===== config.mk =====
export PLATFORM = sky130hd
export DESIGN_NAME = cwmf_queue
export DESIGN_NICKNAME = d
export VERILOG_FILES = /design/src/rtl/cwmf_pkg.sv /design/src/rtl/cwmf_queue.sv
export SDC_FILE = /design/constraint.sdc
export NUM_CORES = 1
export LEC_CHECK = 0
export BUFFER_PORTS_ARGS = -buffer_cell sky130_fd_sc_hd__buf_2
export CAP_MARGIN = 40
export CORE_ASPECT_RATIO = 1.75
export CORE_MARGIN = 2
export CORE_UTILIZATION = 41
export CTS_CLUSTER_DIAMETER = 50
export DETAILED_ROUTE_END_ITERATION = 10
export SLEW_MARGIN = 15
export SYNTH_ARGS = -nofsm -noshare
export SYNTH_HDL_FRONTEND = slang
export SYNTH_SLANG_ARGS = --single-unit

===== constraint.sdc =====
create_clock -name clk -period 3.4 [get_ports clk]
set_input_delay 0.68 -clock clk [delete_from_list [all_inputs] [get_ports clk]]
set_output_delay 0.68 -clock clk [all_outputs]
set_load 0.03 [all_outputs]

===== src/rtl/cwmf_pkg.sv =====
// Package for the clipped window median filter.
// Holds field widths, register indexes, the queue entry type and defaults.
// No dependencies.
package cwmf_pkg;

  // Defaults for the top-level parameters.
  localparam int MAX_WINDOW_DEF = 7;
  localparam int MAX_ROWS_DEF   = 64;
  localparam int MAX_COLS_DEF   = 64;

  // Fixed widths of the stream fields and registers.
  localparam int COORD_W   = 6;
  localparam int PIX_W     = 8;
  localparam int WS_W      = 3;
  localparam int DIM_W     = 7;
  localparam int CFG_IDX_W = 2;
  localparam int CFG_DATA_W = 7;
  localparam int QUEUE_DEPTH = 4;

  // Configuration register indexes.
  typedef enum logic [CFG_IDX_W-1:0] {
    CFG_WINDOW_SIZE = 2'd0,
    CFG_IMAGE_ROWS  = 2'd1,
    CFG_IMAGE_COLS  = 2'd2
  } cfg_idx_t;

  // Classified item passed from the front to the back.
  // For a load, r0/c0 hold the pixel position and skip marks a position
  // outside the store. For a query, skip marks a coordinate error and
  // r0..r1, c0..c1 give the clipped window.
  typedef struct packed {
    logic               query;
    logic               skip;
    logic [COORD_W-1:0] r0;
    logic [COORD_W-1:0] r1;
    logic [COORD_W-1:0] c0;
    logic [COORD_W-1:0] c1;
    logic [PIX_W-1:0]   pixel;
  } cwmf_item_t;

endpackage


===== src/rtl/cwmf_queue.sv =====
// Short queue of classified items between the front and the back.
// Depends on cwmf_pkg.
module cwmf_queue (
  input  logic                 clk,
  input  logic                 rst,
  input  logic                 push,
  input  cwmf_pkg::cwmf_item_t push_item,
  output logic                 full,
  input  logic                 pop,
  output logic                 not_empty,
  output cwmf_pkg::cwmf_item_t head
);

  localparam int DEPTH = cwmf_pkg::QUEUE_DEPTH;
  localparam int PW    = $clog2(DEPTH);

  cwmf_pkg::cwmf_item_t slots [DEPTH];
  logic [PW-1:0] wr_ptr;
  logic [PW-1:0] rd_ptr;
  logic [PW:0]   count;

  assign full      = (count == (PW+1)'(DEPTH));
  assign not_empty = (count != '0);
  assign head      = slots[rd_ptr];

  // Slot storage.
  always_ff @(posedge clk) begin
    if (push && !full) begin
      slots[wr_ptr] <= push_item;
    end
  end

  // Pointers and fill count.
  always_ff @(posedge clk) begin
    if (rst) begin
      wr_ptr <= '0;
      rd_ptr <= '0;
      count  <= '0;
    end else begin
      if (push && !full) begin
        wr_ptr <= wr_ptr + 1'b1;
      end
      if (pop && not_empty) begin
        rd_ptr <= rd_ptr + 1'b1;
      end
      count <= count + (PW+1)'(push && !full) - (PW+1)'(pop && not_empty);
    end
  end

endmodule


==> run summary <==
Gr ovfl total -> 0
Max-slew violation count -> 0
Met1 WL -> 3610 µm
Worst VDD drop -> 0.000419 V
Vias after detailed routing -> 2434
Unrepaired setup endpoints after global routing -> no
Fin crit period -> 2.84 ns
Remaining DRCs -> 0
Router iterations before antenna repair -> 6
Final HPWL DP -> 5990 µm
Via-per-instance ratio -> 4.81
Vias in the first global route -> 2703
Hold WC Path Type -> input port to flop
Met2 wire len -> 5050 µm
Die ar. -> 0.0142 mm²
Pwr Density -> 843 mW/mm²
Post-synthesis cell type count -> 25
Clock transition at path regs -> 0.05 ns
Initial drt markers -> 139
Worst slack at placement -> 0.815 ns
Final Hold Fails -> 0
Setup TNS -> 0 ns
Status -> finished clean
Synthesized Nets -> 272
Initial antenna violation count -> 0
Final wirelength -> 9170 µm
Seq/Total Area, Yosys -> 0.786
Setup bufs post-CTS -> 0
Fin crit share -> 0.834
Final setup vio count -> 0
Avg Cell Area, Syn -> 23.9 µm²
Flip-flop and latch count after synthesis -> 145
Antenna Nets Post-Route -> 0
Worst setup SP type -> flop
Worst-Margin Slew -> 0.655 ns
Num CTS Buffers -> 17
Synthesized area -> 0.00542 mm²
Core region area -> 0.0129 mm²
Cells after synthesis -> 227
First-pass GRT wire length -> 14400 µm
Crit Path Max Fanout -> 18
CTS max path bufs -> 2
Post-CTS sizing -> 0
GRT Util Overall -> 0.139
Routability cong. -> 0.664
Number of max-cap violations -> 0
Net count, final -> 366
Top Metal Used -> met4
Routed wl met3 -> 383 µm
Synth warnings -> 0
Clk sinks -> 145
Worst Setup End Kind -> output pin
IO Count -> 74
Tot Pwr -> 5590 µW
Initial Util -> 0.419
P_leak -> 0.00230 µW
Port bufs -> 73
Setup ws final -> 0.563 ns
Skew final -> 0.00748 ns
Fmax -> 0.353 GHz
CTS Root Cell -> clkbuf_16
TritonCTS clock tree -> done
Die span in x -> 90.9 µm
CP required -> 2.72 ns
# rows -> 55
Largest net degree at the start of global routing -> 22
H-Tree Depth -> 4
Hold_buf cts -> 0
Max_slew headroom -> 0.563
Worst setup path category -> flop to output pin
Worst-Skew Late Latency -> 0.41 ns
Synth-to-layout area growth -> 22.4%
Routed WL per cell -> 18.1 µm
Height of the die -> 156 µm
Arrival time at the worst endpoint -> 2.16 ns
Layout cells sized above 1 -> 0.440
flip-flops by register name, indices dropped and copies added, names as in the netlist, named ones only:
register  cells
slots       136
count         3
rd_ptr        2
wr_ptr        2
final timing paths:
path / start / to / depth (start not counted) / slack (ns)
max reg2reg: count[1] / count[2] / 11 / 1.09
max: flop / head[11] / 3 / 0.56
min reg2reg: wr_ptr[1] / wr_ptr[1] / 2 / 0.52
min: push_item[27] / slots[3][27] / 1 / 0.49
cell families after synthesis:
family / Yosys count / share of synthesized area
AOI/OAI and AO/OA: 4 / 0.00507
xor gates and xnor gates: 3 / 0.00485
adders and majority gates: 7 / 0.0175
buffers and inverters: 15 / 0.0215
DFF: 145 / 0.786
muxes: 35 / 0.146
and+or+nand+nor: 18 / 0.0189
worst max-delay path, cell delays in order, from the launching register on:
cell,delay (ns)
dfxtp_2,0.75
buf_4,0.30
mux4_2,0.51
buf_2,0.19
Yosys cell counts, drive strengths merged:
master / count / area, µm²
xnor2: 1 / 8.76
mux2i: 1 / 10.0
nor2: 6 / 22.5
nor2b: 1 / 6.26
ha: 6 / 75.1
dfxtp: 9 / 180
and2: 5 / 31.3
nand2b: 2 / 12.5
edfxtp: 136 / 4080
inv: 6 / 22.5
o311ai: 1 / 8.76
nor3: 1 / 5.00
o21ai: 1 / 5.00
or3: 2 / 12.5
a21oi: 1 / 5.00
xor2: 2 / 17.5
o31a: 1 / 8.76
fa: 1 / 20.0
nor3b: 1 / 12.5
clkbuf: 2 / 7.51
mux4: 34 / 781
buf: 7 / 86.3
per-stage QoR:
step	util	hold slack (ns)	instances	instance area, µm²
after CTS	0.513	0.474	505	6630
after global placement	0.465	0.506	473	6010
final	0.513	0.486	506	6640
after detailed placement	0.465	0.511	473	6010
after global routing	0.513	0.475	505	6630
after floorplan	-	0.482	227	5420
metal layers:
layer  GRT usage  vias to the layer above
met1       0.156                     1240
met2       0.239                       49
met3      0.0464                        8
met4      0.0649                        0
li1            -                     1137
met5           0                        -
cell type report:
type | count | area [µm²]
Clock buffer | 18 | 429
Inverter | 6 | 22.5
Tap cell | 171 | 214
Sequential cell | 145 | 4270
Clock inverter | 14 | 194
Timing Repair Buffer | 84 | 460
Multi-Input combinational cell | 67 | 1050
Antenna cell | 1 | 2.50
Fill cell | 1087 | 6300
cells in the final DEF, fill, tap and decap left out, drive strengths merged, types with 2 or more instances in the layout:
cell type	n
edfxtp	136
buf	84
mux4	34
clkbuf	18
dfxtp	9
clkinv	7
inv	6
nor2	6
ha	6
bufinv	5
and2	5
or3	2
xor2	2
nand2b	2
clkinvlp	2
power by group:
group / internal [µW] / switching (µW) / total, µW / leakage [µW]
clock: 1280 / 646 / 1930 / 0.000297
sequential: 2170 / 128 / 2300 / 0.00132
combinational: 549 / 812 / 1360 / 0.000686
total: 4010 / 1590 / 5590 / 0.00230
Note: power is estimated with default switching activity, not from simulation.
