===== src/rtl/cwmf_pkg.sv =====
// Package for the clipped window median filter.
// Holds field widths, register indexes, the queue entry type and defaults.
// No dependencies.
package cwmf_pkg;

  // Defaults for the top-level parameters.
  localparam int MAX_WINDOW_DEF = 7;
  localparam int MAX_ROWS_DEF   = 64;
  localparam int MAX_COLS_DEF   = 64;

  // Fixed widths of the stream fields and registers.
  localparam int COORD_W   = 6;
  localparam int PIX_W     = 8;
  localparam int WS_W      = 3;
  localparam int DIM_W     = 7;
  localparam int CFG_IDX_W = 2;
  localparam int CFG_DATA_W = 7;
  localparam int QUEUE_DEPTH = 4;

  // Configuration register indexes.
  typedef enum logic [CFG_IDX_W-1:0] {
    CFG_WINDOW_SIZE = 2'd0,
    CFG_IMAGE_ROWS  = 2'd1,
    CFG_IMAGE_COLS  = 2'd2
  } cfg_idx_t;

  // Classified item passed from the front to the back.
  // For a load, r0/c0 hold the pixel position and skip marks a position
  // outside the store. For a query, skip marks a coordinate error and
  // r0..r1, c0..c1 give the clipped window.
  typedef struct packed {
    logic               query;
    logic               skip;
    logic [COORD_W-1:0] r0;
    logic [COORD_W-1:0] r1;
    logic [COORD_W-1:0] c0;
    logic [COORD_W-1:0] c1;
    logic [PIX_W-1:0]   pixel;
  } cwmf_item_t;

endpackage


===== src/rtl/cwmf_front.sv =====
// Front part: classifies one input item and works out its clipped window.
// Depends on cwmf_pkg.
module cwmf_front #(
  parameter int MAX_WINDOW = cwmf_pkg::MAX_WINDOW_DEF,
  parameter int MAX_ROWS   = cwmf_pkg::MAX_ROWS_DEF,
  parameter int MAX_COLS   = cwmf_pkg::MAX_COLS_DEF
) (
  input  logic [cwmf_pkg::WS_W-1:0]    window_size,
  input  logic [cwmf_pkg::DIM_W-1:0]   image_rows,
  input  logic [cwmf_pkg::DIM_W-1:0]   image_cols,
  input  logic                         action,
  input  logic [cwmf_pkg::COORD_W-1:0] row,
  input  logic [cwmf_pkg::COORD_W-1:0] col,
  input  logic [cwmf_pkg::PIX_W-1:0]   pixel,
  output cwmf_pkg::cwmf_item_t         item
);

  localparam int WIN_LIMIT = MAX_WINDOW | 1;
  localparam int DIM_W     = cwmf_pkg::DIM_W;

  logic [3:0]                   side;
  logic [2:0]                   half;
  logic [cwmf_pkg::DIM_W-1:0]   rows_used;
  logic [cwmf_pkg::DIM_W-1:0]   cols_used;
  logic [cwmf_pkg::DIM_W-1:0]   r_hi;
  logic [cwmf_pkg::DIM_W-1:0]   c_hi;

  // Window half width, odd side saturated at the limit.
  always_comb begin
    side = {1'b0, window_size} | 4'd1;
    if (int'(side) > WIN_LIMIT) begin
      side = 4'(WIN_LIMIT);
    end
    half = side[3:1];
  end

  // Image size in use, saturated at the store size.
  assign rows_used = (int'(image_rows) > MAX_ROWS) ? DIM_W'(MAX_ROWS) : image_rows;
  assign cols_used = (int'(image_cols) > MAX_COLS) ? DIM_W'(MAX_COLS) : image_cols;

  // Upper window bounds clipped to the last row and column.
  always_comb begin
    r_hi = {1'b0, row} + {4'b0, half};
    if (r_hi > rows_used - 7'd1) begin
      r_hi = rows_used - 7'd1;
    end
    c_hi = {1'b0, col} + {4'b0, half};
    if (c_hi > cols_used - 7'd1) begin
      c_hi = cols_used - 7'd1;
    end
  end

  // Classification and window bounds.
  always_comb begin
    item.query = action;
    item.pixel = pixel;
    item.r1    = r_hi[5:0];
    item.c1    = c_hi[5:0];
    if (action) begin
      item.skip = ({1'b0, row} >= rows_used) || ({1'b0, col} >= cols_used);
      item.r0   = (row >= {3'b0, half}) ? row - {3'b0, half} : 6'd0;
      item.c0   = (col >= {3'b0, half}) ? col - {3'b0, half} : 6'd0;
    end else begin
      item.skip = (int'(row) >= MAX_ROWS) || (int'(col) >= MAX_COLS);
      item.r0   = row;
      item.c0   = col;
    end
  end

endmodule


===== config.mk =====
export PLATFORM = sky130hd
export DESIGN_NAME = cwmf_front
export DESIGN_NICKNAME = d
export VERILOG_FILES = /design/src/rtl/cwmf_pkg.sv /design/src/rtl/cwmf_front.sv
export SDC_FILE = /design/constraint.sdc
export NUM_CORES = 1
export LEC_CHECK = 0
export BUFFER_PORTS_ARGS = -buffer_cell sky130_fd_sc_hd__buf_2
export CORE_MARGIN = 4
export CORE_UTILIZATION = 41
export DETAILED_ROUTE_END_ITERATION = 16
export PLACE_DENSITY = 0.7
export SLEW_MARGIN = 20
export SYNTH_ARGS = -nofsm -noshare
export SYNTH_HDL_FRONTEND = slang
export SYNTH_SLANG_ARGS = --single-unit

===== constraint.sdc =====
create_clock -name vclk -period 4.01
set_input_delay 0.6015 -clock vclk [all_inputs]
set_output_delay 0.6015 -clock vclk [all_outputs]
set_load 0.01 [all_outputs]

==> results of run 1 <==
[cell families after synthesis]
group,Yosys count
AO/OA/AOI/OAI,39
buffers and inverters,44
XOR/XNOR,20
AND/OR/NAND/NOR,72
adder cells (fa/ha/maj),38
multiplexers,15
[area by class of cell]
type                       count  area (um2)  area share, %
multi-input combinational    184        1483          76.70
timing repair buffer          57       290.3          15.02
inverter                      25       97.59          5.049
tap                           50       62.56          3.236
[synthesized netlist by cell type (2+ instances only)]
| cell | n |
|---|---|
| buf_4 | 9 |
| nor2_1 | 25 |
| mux2i_1 | 13 |
| buf_2 | 2 |
| o21a_1 | 2 |
| o21ai_0 | 11 |
| a211o_1 | 2 |
| nor4_1 | 3 |
| nor3_1 | 8 |
| xor2_1 | 11 |
| nand4_1 | 3 |
| nand2_1 | 6 |
| o2111ai_1 | 2 |
| a21o_1 | 4 |
| fa_1 | 4 |
| nand3_1 | 3 |
| nor3b_1 | 2 |
| xnor2_1 | 9 |
| o22a_1 | 2 |
| clkbuf_1 | 7 |
| o22ai_1 | 3 |
| ha_1 | 34 |
| inv_1 | 24 |
| a21oi_1 | 6 |
| and4_1 | 2 |
| a211oi_1 | 2 |
| nor2b_1 | 4 |
| nand2b_1 | 12 |
[path summary, 6_finish.rpt]
path	start	end	slack, ps	cells after the start
hold / removal	pixel[1]	item[1]	1200	0
setup / recovery	window_size[2]	item[8]	190	13
[what timing repair did]
action / 4_1_cts / 5_1_grt
resized for setup: 0 / 4
setup endpoints to repair: 0 / 11
hold buffers: 0 / 0
setup buffers: 0 / 2
[power groups by stage]
stage | Sequential, mW | Clock (mW) | Combinational (mW)
floorplan | 0 | 0 | 0.201
CTS | 0 | 0 | 0.281
global placement | 0 | 0 | 0.275
detailed placement | 0 | 0 | 0.280
global route | 0 | 0 | 0.318
finish | 0 | 0 | 0.281
[routing by layer]
metal	wire length (um)	up-vias	GRT usage, %
li1	-	860	-
met1	1934	737	21.64
met2	1873	29	25.18
met3	138	0	0.5540
met4	0	0	0
met5	0	-	0
==> flow_summary.ini, run 1 <==
[power]
power_frac_clock_pct = 0
power_mw = 0.2808
sequentialPowerShare_pct = 0
power_leakage_nw = 0.9634
powerDensity_mw_per_mm2 = 145.3
p_int_mw = 0.1272
p_comb_share_pct = 100.0
peakVddDrop_v = 0.00005218
switching_share_pct = 54.70
power_switching_mw = 0.1536

[cells_and_area]
seq_cells = 0
drive_gt1_share_pct = 25.19
area_growth_pct = 14.61
clkbuf_count = 0
antenna_cells = 0
final_cells = 316
fin_nets = 344
design_area_mm2 = 0.001933
layout_common_cells = buf_2, ha_1, nor2_1, inv_1, mux2i_1
layout_commonest_cell = buf_2
fillerInstances = 402
regArea_um2 = 0
fin_util_pct = 48.33

[place]
postPlaceCellArea_mm2 = 0.001909
place.gp.congestion = 0.7609
placed_cells = 314
io_buffers = 55
dp_hpwl_mm = 3.456
dp_slack_ps = 122.4

[drt]
drc = 0
routedWlPerCell_um = 12.48
dr.pass1.iters = 4
vias = 1626
drt-total-wl_mm = 3.945
drtIter0Drc = 34
ant_nets = 0
via_per_inst = 5.146

[logic_synthesis]
synth_top_area_share_pct = 25.22
ys_seq_area_share_pct = 0
synth_area_leaders = ha_1, mux2i_1, xor2_1
synth_area_per_cell_um2 = 7.397
yosys.area_share.simple_pct = 22.33
synth_nets = 304
synth_compound_area_share_pct = 15.65
ys_types = 41
muxShareOfSynthArea_pct = 9.273
synth-xor-area-share_pct = 10.39
netlist_area_mm2 = 0.001687
synth_area_leader_cell = ha_1
yosysWarnings = 0
synthAdderAreaFrac_pct = 29.97
synth_top_family_by_area = adder cells
postSynthCellCount = 228

[outcome]
status = completed

[sta]
maxSlewViolCount = 0
slew-limit-headroom_pct = 64.21
finalCriticalPeriod_ps = 3817
period_share_pct = 95.18
hold_viol = 0
hold_ws_ps = 1203
max_freq_mhz = 262.0
grt_setup_unrepaired = false
fin_tns_setup_ps = 0
setup_viol = 0
fin_ws_ps = 193.4
worstMarginPinSlew_ps = 535.7

[setup_path]
arrival_ps = 3220
critPathRequiredTime_ps = 3410
critPathTopFamily = adder cells
cpMostUsedCell = buf_2
worst-path-buf-inv = 4
path_cells = buf_2, clkinvlp_4, fa_1, nor2b_1, nand2_1, xor2_1, inv_1, ha_1, a211oi_1, o22ai_1, o22a_2, mux2i_1, buf_2
startpoint_type = input pin
slowest_stage = fa_1
cp_max_fo = 6
crit_path_max_incr_delay_ps = 510
crit_type = input pin to primary output
end_kind = primary output

[grt]
grtUsageTotal_pct = 14.69
grt_pass1_vias = 1494
grt_first_pass_wirelength_mm = 6.548
grt.overflow.total = 0
antenna_found_initial = 0
grt_max_degree = 14

[worst_hold_path]
min_path_type = input pin to primary output

[die]
core_mm2 = 0.004000
start_util_pct = 42.16
num_rows = 23
ios = 72
die_area_mm2 = 0.005204
die_width_um = 72.14
dieHeight_um = 72.14

[run]
maxCapViolCount = 0
No activity file was read; power rests on OpenSTA's default activity.
==> inputs of run 2 (changes only) <==
--- a/config.mk
+++ b/config.mk
@@ -6,10 +6,12 @@
 export NUM_CORES = 1
 export LEC_CHECK = 0
 export BUFFER_PORTS_ARGS = -buffer_cell sky130_fd_sc_hd__buf_2
+export CELL_PAD_IN_SITES_DETAIL_PLACEMENT = 0
+export CELL_PAD_IN_SITES_GLOBAL_PLACEMENT = 1
 export CORE_MARGIN = 4
-export CORE_UTILIZATION = 41
+export CORE_UTILIZATION = 35
 export DETAILED_ROUTE_END_ITERATION = 16
-export PLACE_DENSITY = 0.7
+export PLACE_DENSITY_LB_ADDON = 0.1
 export SLEW_MARGIN = 20
 export SYNTH_ARGS = -nofsm -noshare
 export SYNTH_HDL_FRONTEND = slang
==> flow_summary.ini, run 2 (synthesis results as in run 1) <==
[sta]
max_freq_mhz = 262.6
slew-limit-headroom_pct = 62.15
grt_setup_unrepaired = false
finalCriticalPeriod_ps = 3809
maxSlewViolCount = 0
hold_viol = 0
worstMarginPinSlew_ps = 566.5
fin_tns_setup_ps = 0
period_share_pct = 94.98
setup_viol = 0

[setup_path]
worstSetupEndpoint = item[8]
critPathRequiredTime_ps = 3410
end_kind = primary output
slowest_stage = fa_1
path_cells = buf_2, clkinvlp_4, fa_1, nor2b_1, nand2_1, xor2_2, inv_1, ha_1, a211oi_1, o22ai_1, o22a_2, mux2i_1, buf_2
startpoint_type = input pin
cpMostUsedCell = buf_2
critPathTopFamily = adder cells
cp_max_fo = 6
worst-path-buf-inv = 4
arrival_ps = 3210
path_depth = 13
crit_path_max_incr_delay_ps = 490
cp-startpoint = window_size[2]
crit_type = input pin to primary output

[outcome]
status = completed

[power]
power_mw = 0.2886
powerDensity_mw_per_mm2 = 146.3
peakVddDrop_v = 0.00004698
power_leakage_nw = 0.9815

[cells_and_area]
clkbuf_count = 0
layout_commonest_cell = buf_2
seq_cells = 0
antenna_cells = 0
area_growth_pct = 16.99
regArea_um2 = 0
fin_nets = 347
layout_common_cells = buf_2, ha_1, nor2_1, inv_1, mux2i_1
drive_gt1_share_pct = 26.77
final_cells = 321

[place]
dp_hpwl_mm = 3.684
io_buffers = 55
placed_cells = 319
place.gp.congestion = 0.7546

[drt]
wl_met2_mm = 1.677
vias = 1596
dr.pass1.iters = 4
drt-total-wl_mm = 4.187
drc = 0
drtIter0Drc = 22
top_layer_used = met3
routedWlPerCell_um = 13.04
wl_met1_mm = 2.331
via_per_inst = 4.972
wl_met3_um = 179
ant_nets = 0

[die]
die_area_mm2 = 0.005994
num_rows = 24
dieHeight_um = 77.42
die_width_um = 77.42
core_mm2 = 0.004504
start_util_pct = 37.44
ios = 72

[grt]
grtUsageTotal_pct = 13.77
grt_first_pass_wirelength_mm = 7.189
grt_pass1_vias = 1545
grt.overflow.total = 0
grt_max_degree = 14
antenna_found_initial = 0

[run]
maxCapViolCount = 0

[worst_hold_path]
min_path_type = input pin to primary output
-- run 2: worst min path at each step --
| stage | from | end | slack (ps) | cells past startpoint |
|---|---|---|---|---|
| floorplan | pixel[0] | item[0] | 1290 | 1 |
| global placement | pixel[1] | item[1] | 1200 | 0 |
| detailed placement | pixel[1] | item[1] | 1200 | 0 |
| CTS | pixel[1] | item[1] | 1200 | 0 |
| global route | pixel[0] | item[0] | 1200 | 0 |
| finish | pixel[2] | item[2] | 1200 | 0 |
-- run 2: what timing repair did --
item / CTS / global route
setup endpoints to repair: 0 / 9
gates resized for setup: 0 / 6
endpoints found under the hold margin: 0 / 0
hold buffers: 0 / 0
buffers inserted: 0 / 2
-- run 2: final cells by class --
cell class,instances,area (um2)
inverter,25,97.59
tap,52,65.06
timing repair buffer,60,312.8
fill,523,2531
multi-input combinational,184,1498
-- run 2: power breakdown --
group	total [mW]	leakage (nW)	internal, mW	switching [mW]
Clock	0	0	0	0
Combinational	0.289	0.981	0.132	0.156
Sequential	0	0	0	0
Total	0.289	0.981	0.132	0.156
-- run 2: through the flow --
step           setup slack (ps)  area, um2  util (%)  hold slack [ps]
2_1_floorplan             584.9       1687         -             1295
3_3_place_gp              109.7       1934     42.94             1203
3_5_place_dp              108.9       1934     42.94             1203
4_1_cts                   105.8       1934     42.94             1203
5_1_grt                   24.27       1973     43.81             1203
6_report                  201.3       1973     43.81             1203
-- run 2: routing by layer --
| layer | vias up | global-route usage (%) |
|---|---|---|
| met5 | - | 0 |
| met4 | 0 | 0 |
| met3 | 0 | 1.273 |
| met2 | 37 | 20.64 |
| met1 | 697 | 22.25 |
| li1 | 862 | - |
==> inputs of run 3 (changes only) <==
--- a/config.mk
+++ b/config.mk
@@ -5,11 +5,12 @@
 export SDC_FILE = /design/constraint.sdc
 export NUM_CORES = 1
 export LEC_CHECK = 0
+export ABC_AREA = 1
 export BUFFER_PORTS_ARGS = -buffer_cell sky130_fd_sc_hd__buf_2
 export CELL_PAD_IN_SITES_DETAIL_PLACEMENT = 0
 export CELL_PAD_IN_SITES_GLOBAL_PLACEMENT = 1
 export CORE_MARGIN = 4
-export CORE_UTILIZATION = 35
+export CORE_UTILIZATION = 34
 export DETAILED_ROUTE_END_ITERATION = 16
 export PLACE_DENSITY_LB_ADDON = 0.1
 export SLEW_MARGIN = 20
==> flow_summary.ini, run 3 <==
[logic_synthesis]
ys_seq_area_share_pct = 0
yosysWarnings = 0
synthTopCellsByCount = nand2_1, inv_1, ha_1
synth_most_common_cell = nand2_1
synth_top_area_share_pct = 23.45
synth_area_leaders = ha_1, nand2_1, inv_1
synth_nets = 383
synth_area_leader_cell = ha_1
ys_types = 32
postSynthCellCount = 307
synth_area_per_cell_um2 = 5.910
netlist_area_mm2 = 0.001814

[die]
dieHeight_um = 81.05
die_width_um = 81.05
core_mm2 = 0.005140
ios = 72
start_util_pct = 35.30
num_rows = 26
die_area_mm2 = 0.006568

[cells_and_area]
clkbuf_count = 0
fin_nets = 429
area_growth_pct = 15.66
layout_commonest_cell = nand2_1
design_area_mm2 = 0.002098
drive_gt1_share_pct = 20.51
antenna_cells = 0
seq_cells = 0
fin_util_pct = 40.82
layout_common_cells = nand2_1, inv_1, buf_2, ha_1, nor2_1
regArea_um2 = 0

[setup_path]
end_kind = primary output
crit_type = input pin to primary output
cp_max_fo = 11
arrival_ps = 3120
startpoint_type = input pin
slowest_stage = ha_1
path_cells = buf_2, inv_1, ha_1, nor2_1, nor2_1, nor2_1, nand3_1, xor2_1, inv_1, ha_1, nand2_1, nor2_1, nand2_1, o211ai_1, nand2_2, o21ai_1, buf_2
critPathRequiredTime_ps = 3410
crit_path_max_incr_delay_ps = 310
cpMostUsedCell = nor2_1

[drt]
drtIter0Drc = 30
routedWlPerCell_um = 11.11
via_per_inst = 4.456
dr.pass1.iters = 4
ant_nets = 0
vias = 1876
drt-total-wl_mm = 4.678
drc = 0

[sta]
finalCriticalPeriod_ps = 3722
maxSlewViolCount = 0
hold_viol = 0
worstMarginPinSlew_ps = 319.5
fin_ws_ps = 288.4
period_share_pct = 92.81
fin_tns_setup_ps = 0
setup_viol = 0
grt_setup_unrepaired = true
slew-limit-headroom_pct = 78.50
max_freq_mhz = 268.7

[clock_network]
hold_buffers = 0
cts_resized = 0
post_cts.repair.setup_buffers = 0

[worst_hold_path]
min_path_type = input pin to primary output

[place]
place.gp.congestion = 0.7935
dp_slack_ps = 149.4
io_buffers = 55
dp_hpwl_mm = 4.199
postPlaceCellArea_mm2 = 0.002093

[grt]
grt_pass1_vias = 1824
grtUsageTotal_pct = 14.74
grt_first_pass_wirelength_mm = 7.948
antenna_found_initial = 0
grt_max_degree = 12
grt.overflow.total = 0

[power]
powerDensity_mw_per_mm2 = 154.9
power_mw = 0.3250
peakVddDrop_v = 0.00005915
power_leakage_nw = 1.230

[outcome]
status = completed

[run]
maxCapViolCount = 0
[run 3: area by class of cell]
cell class,instances,area (um2)
fill,605,3042
multi-input combinational,229,1478
tap,70,87.58
inverter,66,250.2
timing repair buffer,56,282.8
[run 3: cell families after synthesis]
| logic type | Yosys count | share of synthesized area [%] |
|---|---|---|
| adder cells (fa/ha/maj) | 38 | 27.86 |
| AND/OR/NAND/NOR | 129 | 31.66 |
| XOR/XNOR | 15 | 7.242 |
| AO/OA/AOI/OAI | 47 | 14.41 |
| buffers and inverters | 78 | 18.83 |
[run 3: power by group]
part           internal, mW  switching (mW)
Combinational         0.128           0.197
Clock                     0               0
Sequential                0               0
Total                 0.128           0.197
[run 3: through the flow]
stage / hold WS, ps / std cells
3_3_place_gp: 1203 / 421
6_report: 1203 / 421
5_1_grt: 1203 / 421
3_5_place_dp: 1203 / 421
4_1_cts: 1203 / 421
2_1_floorplan: 1295 / 307
[run 3: layer usage]
metal	up-vias	track usage [%]	wire length [um]
met2	43	28.90	2302
met4	0	0.8446	30
met3	2	0.3326	174
li1	1057	-	-
met1	774	18.54	2170
met5	-	0	0
[run 3: worst max-delay path, delay by kind of cell]
family          cells  cell delay [ps]
simple gates        8              890
buf+inv             4              590
fa+ha+maj           2              580
compound gates      2              310
xor+xnor            1              140
[run 3: worst paths after layout]
path                  startpoint  endpoint  slack (ps)  cells past startpoint
setup / recovery  window_size[2]  item[20]         290                     17
hold / removal          pixel[0]   item[0]        1200                      0
